===== config.mk =====
export PLATFORM = sky130hd
export DESIGN_NAME = mean_filter_3x3_edge_shrink
export DESIGN_NICKNAME = d
export VERILOG_FILES = /design/src/hdl/mf3x3_pkg.sv /design/src/hdl/mean_filter_3x3_edge_shrink.sv
export SDC_FILE = /design/constraint.sdc
export NUM_CORES = 1
export LEC_CHECK = 0
export ABC_CLOCK_PERIOD_IN_PS = 29900
export BUFFER_PORTS_ARGS = -buffer_cell sky130_fd_sc_hd__buf_4
export CAP_MARGIN = 20
export CORE_AREA = 2 2 217 219
export CTS_BUF_LIST = sky130_fd_sc_hd__clkbuf_4 sky130_fd_sc_hd__clkbuf_8
export DETAILED_ROUTE_END_ITERATION = 16
export DIE_AREA = 0 0 219 221
export PLACE_DENSITY = 0.84
export SYNTH_ARGS = -nofsm -noshare
export SYNTH_HDL_FRONTEND = slang
export SYNTH_SLANG_ARGS = --single-unit

===== constraint.sdc =====
create_clock -name clk -period 29.9 [get_ports clk]
set_input_delay 4.485 -clock clk [delete_from_list [all_inputs] [get_ports clk]]
set_output_delay 4.485 -clock clk [all_outputs]
set_load 0.02 [all_outputs]

===== src/hdl/mf3x3_pkg.sv =====
`timescale 1ns / 1ps
`default_nettype none

package mf3x3_pkg;

    // Largest supported image side.
    localparam int MAX_SIZE = 32;

    localparam int PIX_W  = 8;
    localparam int SIZE_W = 6;

    // Column index into the line buffer, row counter up to MAX_SIZE + 1.
    localparam int COL_W = (MAX_SIZE > 1) ? $clog2(MAX_SIZE) : 1;
    localparam int ROW_W = $clog2(MAX_SIZE + 2);
    // Compare width for positions against the image side.
    localparam int CMP_W = SIZE_W + 1;

    // Three pixels per column, nine per window.
    localparam int COLSUM_W = PIX_W + 2;
    localparam int SUM_W    = PIX_W + 4;

    localparam logic [SIZE_W-1:0] SIZE_RESET = 6'd32;

    // Reciprocal multipliers: floor((s+3)/6) and floor((s+4)/9) for s <= 9*255.
    localparam int MUL_W      = 12;
    localparam int PROD_W     = SUM_W + MUL_W;
    localparam logic [MUL_W-1:0] DIV6_MUL = 12'd2731;
    localparam int DIV6_SHIFT = 14;
    localparam logic [MUL_W-1:0] DIV9_MUL = 12'd3641;
    localparam int DIV9_SHIFT = 15;

    // One line buffer entry: the previous row and the row before it.
    typedef struct packed {
        logic [PIX_W-1:0] line1;
        logic [PIX_W-1:0] line2;
    } line_pair_t;

endpackage

`default_nettype wire


===== src/hdl/mean_filter_3x3_edge_shrink.sv =====
`timescale 1ns / 1ps
`default_nettype none

// 3x3 box mean filter with edge shrink for square images of 8-bit pixels.
// Input channel (in_valid / in_ready / pixel) takes the image in raster order,
// one pixel per beat. Output channel (out_valid / out_ready) carries one
// filtered pixel per beat with row_end on the last pixel of a row and last on
// the final result caused by one input beat. The cfg channel writes the image
// side (0 acts as 1, above MAX_SIZE acts as MAX_SIZE) and restarts the image.
// Throughput: one pixel per cycle unless stalled. A result passes the input
// stage and output register; the beat completing its window is one row plus
// one pixel after its position. The last pixel of an image starts a flush of
// side + 1 further results, one per cycle unless stalled, with in_ready low;
// the single output register sets that pace. A 1x1 image passes every pixel
// straight through. When the receiver stalls, the output register holds its
// beat, one more pixel can still sit in the input stage, then in_ready drops.
// Reset sets the side to 32 and starts a new image; the line buffer is not
// cleared, as only entries written earlier in the image are ever used.
module mean_filter_3x3_edge_shrink (
    input  wire logic                           clk,
    input  wire logic                           rst_n,
    input  wire logic                           cfg_valid,
    output logic                                cfg_ready,
    input  wire logic [mf3x3_pkg::SIZE_W-1:0]   cfg_data,
    input  wire logic                           in_valid,
    output logic                                in_ready,
    input  wire logic [mf3x3_pkg::PIX_W-1:0]    pixel,
    output logic                                out_valid,
    input  wire logic                           out_ready,
    output logic [mf3x3_pkg::PIX_W-1:0]         mean_value,
    output logic                                row_end,
    output logic                                last
);
    import mf3x3_pkg::*;

    // Configuration and position of the next beat
    logic [SIZE_W-1:0] size_reg;
    logic [ROW_W-1:0]  row_cnt_reg, row_cnt_next;
    logic [COL_W-1:0]  col_cnt_reg, col_cnt_next;
    logic              flush_reg, flush_next;

    // Input stage: pixel, line buffer read, position
    logic              s1_valid_reg, s1_valid_next;
    logic [PIX_W-1:0]  s1_pix_reg;
    line_pair_t        s1_line_reg;
    logic [ROW_W-1:0]  s1_row_reg;
    logic [COL_W-1:0]  s1_col_reg;

    // Column sums of the two columns left of the current one
    logic [COLSUM_W-1:0] cs1_reg, cs2_reg;

    // Output register
    logic              out_valid_reg, out_valid_next;
    logic [PIX_W-1:0]  mean_reg;
    logic              row_end_reg;
    logic              last_reg;

    // Line buffer: one entry per column
    line_pair_t line_mem [MAX_SIZE];

    logic [SIZE_W-1:0] n_eff;
    logic [CMP_W-1:0]  n_x, nm1_x, np1_x;
    logic              n_one;
    logic [CMP_W-1:0]  row_x, col_x, srow, scol;

    logic issue_valid, s1_load, s1_free, s1_go, s1_emit, out_free;
    logic top_in, mid_in, bot_in, col_zero, rows3, cols3, s1_real;
    logic last_flag;

    logic [COLSUM_W-1:0] cs0;
    logic [SUM_W-1:0]    win_sum, sum_p2, sum_p3, sum_p4;
    logic [PROD_W-1:0]   prod6, prod9, quot6, quot9;
    logic [PIX_W-1:0]    mean_calc;

    // Clamp the side to 1..MAX_SIZE
    always_comb
    begin
        if (size_reg == '0)
            n_eff = SIZE_W'(1);
        else if (CMP_W'(size_reg) > CMP_W'(MAX_SIZE))
            n_eff = SIZE_W'(MAX_SIZE);
        else
            n_eff = size_reg;
    end

    assign n_x   = CMP_W'(n_eff);
    assign nm1_x = n_x - CMP_W'(1);
    assign np1_x = n_x + CMP_W'(1);
    assign n_one = (n_x == CMP_W'(1));

    assign row_x = CMP_W'(row_cnt_reg);
    assign col_x = CMP_W'(col_cnt_reg);
    assign srow  = CMP_W'(s1_row_reg);
    assign scol  = CMP_W'(s1_col_reg);

    // Handshake. During a flush the stage issues phantom positions below the
    // image so the last two rows drain through the same path.
    assign cfg_ready   = 1'b1;
    assign out_free    = !out_valid_reg || out_ready;
    assign s1_go       = s1_valid_reg && (!s1_emit || out_free);
    assign s1_free     = !s1_valid_reg || s1_go;
    assign issue_valid = flush_reg || in_valid;
    assign s1_load     = issue_valid && s1_free;
    assign in_ready    = !flush_reg && s1_free;

    // Advance the position counters
    always_comb
    begin
        row_cnt_next = row_cnt_reg;
        col_cnt_next = col_cnt_reg;
        flush_next   = flush_reg;
        if (cfg_valid)
        begin
            // Restart the image on any register write
            row_cnt_next = '0;
            col_cnt_next = '0;
            flush_next   = 1'b0;
        end
        else if (s1_load)
        begin
            if (flush_reg)
            begin
                if (row_x == n_x)
                begin
                    if (col_x + CMP_W'(1) >= n_x)
                    begin
                        row_cnt_next = ROW_W'(np1_x);
                        col_cnt_next = '0;
                    end
                    else
                    begin
                        col_cnt_next = COL_W'(col_x + CMP_W'(1));
                    end
                end
                else
                begin
                    // Final phantom issued: start the next image
                    row_cnt_next = '0;
                    col_cnt_next = '0;
                    flush_next   = 1'b0;
                end
            end
            else if (row_x == nm1_x && col_x == nm1_x)
            begin
                col_cnt_next = '0;
                if (n_one)
                begin
                    row_cnt_next = '0;
                end
                else
                begin
                    row_cnt_next = ROW_W'(n_x);
                    flush_next   = 1'b1;
                end
            end
            else if (col_x + CMP_W'(1) >= n_x)
            begin
                col_cnt_next = '0;
                row_cnt_next = ROW_W'(row_x + CMP_W'(1));
            end
            else
            begin
                col_cnt_next = COL_W'(col_x + CMP_W'(1));
            end
        end
    end

    // Window arithmetic on the input stage.
    // A beat at (row, col) with col > 0 completes the window centered at
    // (row-1, col-1); a beat at col 0 completes the right-edge window of the
    // row two above, built from the column sums held from the previous row.
    assign s1_real  = (srow < n_x);
    assign top_in   = (srow >= CMP_W'(2));
    assign mid_in   = (srow >= CMP_W'(1));
    assign bot_in   = s1_real;
    assign col_zero = (scol == '0);

    assign cs0 = (top_in ? COLSUM_W'(s1_line_reg.line2) : '0)
               + (mid_in ? COLSUM_W'(s1_line_reg.line1) : '0)
               + (bot_in ? COLSUM_W'(s1_pix_reg) : '0);

    always_comb
    begin
        if (col_zero)
        begin
            win_sum = SUM_W'(cs1_reg) + SUM_W'(cs2_reg);
            rows3   = (srow >= CMP_W'(3)) && (srow <= n_x);
            cols3   = 1'b0;
            s1_emit = n_one || (srow >= CMP_W'(2));
        end
        else
        begin
            win_sum = SUM_W'(cs0) + SUM_W'(cs1_reg)
                    + ((scol >= CMP_W'(2)) ? SUM_W'(cs2_reg) : '0);
            rows3   = (srow >= CMP_W'(2)) && s1_real;
            cols3   = (scol >= CMP_W'(2));
            s1_emit = n_one || (srow >= CMP_W'(1));
        end
    end

    // Round half up: (s+2)/4, (s+3)/6, (s+4)/9
    assign sum_p2 = win_sum + SUM_W'(2);
    assign sum_p3 = win_sum + SUM_W'(3);
    assign sum_p4 = win_sum + SUM_W'(4);
    assign prod6  = PROD_W'(sum_p3) * PROD_W'(DIV6_MUL);
    assign prod9  = PROD_W'(sum_p4) * PROD_W'(DIV9_MUL);
    assign quot6  = prod6 >> DIV6_SHIFT;
    assign quot9  = prod9 >> DIV9_SHIFT;

    always_comb
    begin
        if (n_one)
            mean_calc = s1_pix_reg;
        else if (rows3 && cols3)
            mean_calc = quot9[PIX_W-1:0];
        else if (rows3 || cols3)
            mean_calc = quot6[PIX_W-1:0];
        else
            mean_calc = sum_p2[PIX_W+1:2];
    end

    // The last real pixel is followed by the flush, so its own result is
    // not the final one; the closing phantom carries last instead.
    assign last_flag = n_one || (srow == np1_x)
                     || (s1_real && !(srow == nm1_x && scol == nm1_x));

    always_comb
    begin
        if (s1_load)
            s1_valid_next = 1'b1;
        else if (s1_go)
            s1_valid_next = 1'b0;
        else
            s1_valid_next = s1_valid_reg;
    end

    always_comb
    begin
        if (s1_go && s1_emit)
            out_valid_next = 1'b1;
        else if (out_ready)
            out_valid_next = 1'b0;
        else
            out_valid_next = out_valid_reg;
    end

    // Control registers
    always_ff @(posedge clk or negedge rst_n)
    begin
        if (!rst_n)
        begin
            size_reg      <= SIZE_RESET;
            row_cnt_reg   <= '0;
            col_cnt_reg   <= '0;
            flush_reg     <= 1'b0;
            s1_valid_reg  <= 1'b0;
            out_valid_reg <= 1'b0;
        end
        else
        begin
            if (cfg_valid)
                size_reg <= cfg_data;
            row_cnt_reg   <= row_cnt_next;
            col_cnt_reg   <= col_cnt_next;
            flush_reg     <= flush_next;
            s1_valid_reg  <= s1_valid_next;
            out_valid_reg <= out_valid_next;
        end
    end

    // Payload registers
    always_ff @(posedge clk)
    begin
        if (s1_load)
        begin
            s1_pix_reg <= pixel;
            s1_row_reg <= row_cnt_reg;
            s1_col_reg <= col_cnt_reg;
        end
        if (s1_go)
        begin
            // Slide the column sums one column to the left
            cs1_reg <= cs0;
            cs2_reg <= cs1_reg;
        end
        if (s1_go && s1_emit)
        begin
            mean_reg    <= mean_calc;
            row_end_reg <= n_one || col_zero;
            last_reg    <= last_flag;
        end
    end

    // Line buffer read: registered, addressed by the issuing column
    always_ff @(posedge clk)
    begin
        if (s1_load)
            s1_line_reg <= line_mem[col_cnt_reg];
    end

    // Line buffer write: push the pixel down one row as the beat leaves
    always_ff @(posedge clk)
    begin
        if (s1_go && s1_real)
            line_mem[s1_col_reg] <= '{line1: s1_pix_reg, line2: s1_line_reg.line1};
    end

    assign out_valid  = out_valid_reg;
    assign mean_value = mean_reg;
    assign row_end    = row_end_reg;
    assign last       = last_reg;

`ifndef ASSERT_OFF
    // Outside a flush the next position lies inside the image
    a_pos_in_image: assert property (@(posedge clk) disable iff (!rst_n)
        !flush_reg |-> (row_x < n_x) && (col_x < n_x))
        else $error("input position outside the image");

    // A flush only walks the two phantom rows below the image
    a_flush_rows: assert property (@(posedge clk) disable iff (!rst_n)
        flush_reg |-> (row_x == n_x) || (row_x == np1_x))
        else $error("flush position off the phantom rows");

    // A blocked input stage keeps its position
    a_s1_hold: assert property (@(posedge clk) disable iff (!rst_n)
        s1_valid_reg && !s1_go |=> s1_valid_reg && $stable(s1_row_reg)
            && $stable(s1_col_reg))
        else $error("input stage lost a blocked beat");
`endif

endmodule

`default_nettype wire


* Yosys cells after proc, flatten, opt, wreduce, memory -nomap -nowiden
Memory sizes are Yosys's and may differ from the RTL's. A register that Yosys moved wholly into a read port is not among the register bits.
Index checks and enable logic that the tools add are counted.
** Cells by class
- Add/subtract/negate cells :: 12
- $mul :: 2
- $lt $le $gt $ge :: 8
- Eq/ne operators :: 8
- Muxes and demuxes :: 39
- Reduce and logical (&&, ||, !) cells :: 33
** Operator list (count)
- $mux 6 :: 10
- $mux 8 :: 6
- $mux 5 :: 6
- $mul 12x12->23 const B :: 1
- $add 10x10->11 :: 2
- $mul 12x12->22 const B :: 1
- $eq 6x7->1 :: 3
- $mux 1 :: 15
- $eq 5x7->1 :: 2
- $add 11x10->12 :: 1
- $add 12x2->12 const B :: 1
- $add 12x3->12 const B :: 1
- $ge 6x2->1 const B :: 2
- $mux 12 :: 1
- $logic_and 1x1->1 :: 11
- $add 10x2->10 const B :: 1
- $add 9x8->10 :: 1
- $logic_or 1x1->1 :: 10
- $mux 10 :: 1
- $add 8x8->9 :: 1
- $add 6x1->7 const B :: 1
- $ge 7x6->1 :: 1
- $logic_not 7->1 :: 1
- $sub 6x1->7 const B :: 1
- other kinds (15) :: 21
** Word-level totals
- Bits in registers :: 69
- Memory bits (writable) :: 512
- Bits of input ports :: 19
- Output and inout port bits :: 13
- Logic and storage cells :: 117
- Memories kept :: 1
** Memory list
- line_mem :: words 32, width 16, read ports 1, clocked after memory_dff 1, wr ports 1, RTL line mean_filter_3x3_edge_shrink.sv:59 : line_pair_t line_mem [MAX_SIZE];

* Depth between registers and ports, before layout
- Depth in word-level cells :: 14
- Gate-level depth with buffers :: 52
- Gate-level depth less buffers :: 50

* Least setup slack after synthesis
Ideal clock, no wire load.
- Kind :: register -> register
- Start :: register size_reg[4]
- End :: register mean_reg[7] (netlist: mean_value[7]), data pin
- Library setup time :: 158 ps
- Arrival time :: 11221 ps
- Data required time :: 29742 ps
- Setup slack :: 18521 ps
- Stages on the path, launching flop included :: 50
- Path buffers :: 3
- Period minus slack after synthesis :: 11379 ps
- Cell sequence :: dfrtp_1 > buf_6 > or3_1 > nor2_1 > nor2_1 > nor2_4 > ha_1 > nand2b_1 > a21oi_1 > o41ai_1 > clkbuf_1 > and2_1 > fa_1 > ha_1 > fa_1 > a21oi_1 > nor2_1 > nor2_1 > (+14 left out) > fa_1 > inv_1 > ha_1 > inv_1 > fa_1 > fa_1 > inv_1 > fa_1 > ha_1 > a211oi_1 > nand4_1 > nor3_1 > nor3_2 > o41ai_4 > o21bai_1 > or4_1 > and3_1 > a211oi_2
** Between the ends
- Longest elaborated chain between the ends :: 14
- Elaborated cells between the ends (all ways) :: 25
- Those cells by class :: 6 x add/sub; 2 x mul; 3 x order compare; 1 x eq/ne; 8 x mux; 5 x reduce/logical
** Ends and longest elaborated chain
- start: declaration :: RTL line mean_filter_3x3_edge_shrink.sv:37 : logic [SIZE_W-1:0] size_reg;
- start signal: assignment :: RTL line mean_filter_3x3_edge_shrink.sv:262 : size_reg <= cfg_data;
- $gt 6x6->1 :: RTL line mean_filter_3x3_edge_shrink.sv:80 : else if (CMP_W'(size_reg) > CMP_W'(MAX_SIZE))
- $mux 6 :: RTL line mean_filter_3x3_edge_shrink.sv:80
- $mux 6 * :: RTL line mean_filter_3x3_edge_shrink.sv:78 : if (size_reg == '0)
- $lt 6x6->1 * :: RTL line mean_filter_3x3_edge_shrink.sv:172 : assign s1_real = (srow < n_x);
- $mux 8 * :: RTL line mean_filter_3x3_edge_shrink.sv:180 : + (bot_in ? COLSUM_W'(s1_pix_reg) : '0);
- $add 9x8->10 * :: RTL line mean_filter_3x3_edge_shrink.sv:180
- named net cs0[7] :: RTL line mean_filter_3x3_edge_shrink.sv:70 : logic [COLSUM_W-1:0] cs0;
- $add 10x10->11 * :: RTL line mean_filter_3x3_edge_shrink.sv:193 : win_sum = SUM_W'(cs0) + SUM_W'(cs1_reg)
- $add 11x10->12 * :: RTL line mean_filter_3x3_edge_shrink.sv:194 : + ((scol >= CMP_W'(2)) ? SUM_W'(cs2_reg) : '0);
- $mux 12 * :: RTL line mean_filter_3x3_edge_shrink.sv:184 : if (col_zero)
- $add 12x2->12 :: RTL line mean_filter_3x3_edge_shrink.sv:203 : assign sum_p3 = win_sum + SUM_W'(3);
- $mul 12x12->22 :: RTL line mean_filter_3x3_edge_shrink.sv:205 : assign prod6 = PROD_W'(sum_p3) * PROD_W'(DIV6_MUL);
- $mux 8 :: RTL line mean_filter_3x3_edge_shrink.sv:216 : else if (rows3 || cols3)
- $mux 8 * :: RTL line mean_filter_3x3_edge_shrink.sv:214 : else if (rows3 && cols3)
- $mux 8 * :: RTL line mean_filter_3x3_edge_shrink.sv:212 : if (n_one)
- named net mean_calc[7] :: RTL line mean_filter_3x3_edge_shrink.sv:73 : logic [PIX_W-1:0] mean_calc;
- end signal: assignment :: RTL line mean_filter_3x3_edge_shrink.sv:288 : mean_reg <= mean_calc;
- end: declaration :: RTL line mean_filter_3x3_edge_shrink.sv:54 : logic [PIX_W-1:0] mean_reg;
The timed path passes the listed nets; every way through them passes the cells marked *.
A chain may end at the register's enable or synchronous reset.

* Worst setup path after layout
- Start :: register size_reg[2]
- End :: register mean_reg[7] (netlist: mean_value[7]), data pin
Same word-level chain as after synthesis.

==> key figures <==
Worst setup path
  – Slowest-stage cell, CP: o41ai_2
  – Worst reg2reg startpoint: size_reg[2]
  – Arr. time, crit path: 13.32 ns
  – CP Launch Type: flip-flop
  – Required @ worst endpoint: 30.41 ns
  – CP bufs+invs: 6
  – CP max stage delay: 0.82 ns
  – Worst Reg-to-Reg Cells: 46
  – Delay-heaviest family, CP: adder cells
  – Crit Path Category: reg2reg
  – CP Max Fanout: 15
  – CP most frequent cell: fa_1
  – FF-to-FF setup slack: 17.09 ns
  – Worst setup EP type: flip-flop
  – R2r endpoint: mean_value[7]

Route
  – Drt via density: 6.42
  – Final antenna-violating net count: 0
  – Vias: 19,300
  – Drt pass-1 iters: 6
  – DR top layer: met4
  – WL met2: 36,600 um
  – DR iter-0 viols: 2,534
  – Wire length per cell: 25.0 um
  – Residual DRC: 0
  – WL met3: 7060 um
  – WL met1: 28,500 um
  – Total wire length: 75,200 um

Die
  – Starting Density: 67.3%
  – Die Y: 221 um
  – Core Region: 0.0461 mm2
  – Die Wd: 219 um
  – Num ports: 32
  – Row count: 79
  – Die area: 0.0484 mm2

Placed design
  – GP Congestion: 0.924
  – Estimated wirelength of the detail-placed design: 49,100 um
  – Buffers on Ports: 30

Global route
  – Pin count of the biggest net entering global routing: 72
  – Vias in the first global route: 19,700
  – GRT Overall Usage: 31.6%
  – Initial antenna violation count: 0
  – First-pass GRT wire length: 114,000 um
  – Grt ovf: 0

Clock tree
  – Hold_buf cts: 0
  – Clock Tree Buf Depth: 3
  – Clock-pin transition on the worst setup and hold timing paths: 0.07 ns
  – CTS Root Cell: clkbuf_8
  – CTS tree: yes
  – Num CTS Buffers: 90
  – Post_cts resized: 0
  – Clk Latency, worst-skew pair: 0.69 ns
  – Post-CTS Setup Repair Bufs: 0
  – # clock sinks: 597
  – Htree depth: 3

STA
  – Final Setup Violations: 0
  – RSZ-0062 raised after global routing: no
  – Fin Setup TNS: 0 ns
  – Slew Viols, Final: 0
  – Final Hold Viols: 0
  – Crit share post-route: 42.9%
  – Rel. slew slack: 28.7%
  – Minimum clock period: 12.81 ns
  – Worst Clk Skew: 0.0574 ns
  – Worst Tran Pin Value: 1.07 ns
  – Max Fclk: 0.0780 GHz

Synth
  – Post-synthesis sequential area ratio: 57.5%
  – Cell count after synthesis: 2,231
  – EDFF count, synth: 577
  – Mapped cell area: 0.0310 mm2
  – Asr flop ratio synth: 3.35%
  – Yosys warns: 0
  – Ys flop type: edfxtp_1
  – FF+latch count, synth: 597
  – Mapped Avg Cell Area: 13.9 um2
  – Post-Syn Nets: 2,522
  – Cell variety after synth: 80

Min path
  – Hold depth: 0
  – Worst Hold Class: reg2reg
  – WHS Endpoint: cs2_reg[0]
  – Hold path start: cs1_reg[0]

Finish
  – Share of layout cells above drive strength 1: 15.4%
  – Final net count: 2,620
  – Max FFs per register: 512
  – Layout fillers: 2,824
  – Layout area overhead: 9.25%
  – Antenna fix cells: 0

Job
  – Maxcap violations: 0

Run status
  – Status: finished clean
[cells in the final DEF (no fill, tap or decap), types with 84 or more instances in the layout]
cell type / count
inv_1: 224
buf_4: 90
mux2i_1: 109
nor2_1: 98
edfxtp_1: 577
fa_1: 86
nand2_1: 146
a21oi_1: 95
clkbuf_8: 93
o21ai_0: 84
ha_1: 186
[how the worst max path moves through the flow]
stage / start / to / slack (ns) / depth (start not counted)
after detailed placement: size_reg[2] / mean_value[7] / 17.20 / 46
after CTS: size_reg[2] / mean_value[7] / 17.16 / 46
after global routing: size_reg[2] / mean_value[7] / 16.26 / 44
after global placement: size_reg[2] / mean_value[7] / 17.60 / 46
after floorplan: size_reg[4] / mean_value[7] / 18.52 / 49
final: size_reg[2] / mean_value[7] / 17.09 / 46
[cells in the mapped netlist (4+ instances only)]
cell type / count / area [um2]
nor4_1: 7 / 43.8
o21ai_0: 84 / 420
nor2_1: 98 / 368
a211oi_1: 16 / 120
o21bai_1: 5 / 37.5
mux2_2: 37 / 417
nand2b_1: 16 / 100
a31oi_1: 9 / 56.3
ha_1: 186 / 2330
a21oi_1: 95 / 475
o221ai_1: 49 / 429
buf_2: 8 / 40.0
nand4_1: 11 / 68.8
and3_1: 13 / 81.3
o21ai_1: 8 / 40.0
or3_1: 10 / 62.6
and2_1: 17 / 106
o22ai_1: 23 / 144
nor3b_1: 5 / 37.5
nand3_1: 21 / 105
a21o_1: 17 / 128
mux4_2: 64 / 1440
buf_1: 22 / 82.6
o31ai_1: 5 / 37.5
edfxtp_1: 577 / 17300
fa_1: 86 / 1720
xnor2_1: 55 / 482
dfrtp_1: 19 / 475
clkbuf_1: 50 / 188
nor2b_1: 13 / 81.3
o21a_1: 8 / 60.1
or2_2: 7 / 43.8
buf_6: 4 / 45.0
xor2_1: 19 / 166
inv_1: 224 / 841
nor3_1: 23 / 115
nand2_1: 146 / 548
mux2i_1: 109 / 1090
[worst register-to-register path, delay by kind of cell, from the launching register on]
| family | cells | cell delay (ns) |
|---|---|---|
| adder cells (fa/ha/maj) | 12 | 4.82 |
| AND/OR/NAND/NOR | 15 | 3.64 |
| AO/OA/AOI/OAI | 11 | 2.74 |
| flip-flops | 1 | 0.53 |
| XOR/XNOR | 2 | 0.50 |
| buffers and inverters | 6 | 0.46 |
[logic make-up (layout without fill, tap and decap cells)]
family | count (synthesis) | count (layout) | synth area share (%)
flops | 597 | 597 | 57.5
simple gates | 409 | 409 | 6.37
compound gates | 352 | 352 | 7.38
buf+inv | 312 | 480 | 3.92
fa+ha+maj | 272 | 272 | 13.1
mux | 213 | 213 | 9.62
xor+xnor | 75 | 75 | 2.18
other cells | 1 | 1 | 0.0121
[stage by stage]
step           utilization (%)  hold slack [ns]  area (um2)  instances  worst slack, ns
2_1_floorplan                -            0.423       31000       2231            18.52
3_5_place_dp              69.7            0.475       32100       2842            17.20
3_3_place_gp              69.7            0.467       32100       2842            17.60
5_1_grt                   73.6            0.500       33900       3006            16.26
4_1_cts                   73.5            0.474       33800       3004            17.16
6_report                  73.6            0.474       33900       3006            17.09
[per-layer routing]
metal | up-vias | global-route usage, %
met5 | - | 0
met4 | 0 | 12.5
met3 | 208 | 5.68
met2 | 1086 | 50.7
met1 | 9521 | 43.4
li1 | 8482 | -
[layout make-up]
class	instances	area, um2	share of cell area [%]
Multi-Input combinational cell	1322	12000	35.4
Timing Repair Buffer	92	718	2.12
Clock inverter	38	226	0.668
Inverter	226	848	2.50
Sequential cell	597	17800	52.6
Clock buffer	124	1510	4.46
Tap cell	607	759	2.24
Power is not shown: default switching activity piles up to over one toggle a cycle in this logic, so the estimate is an artifact.
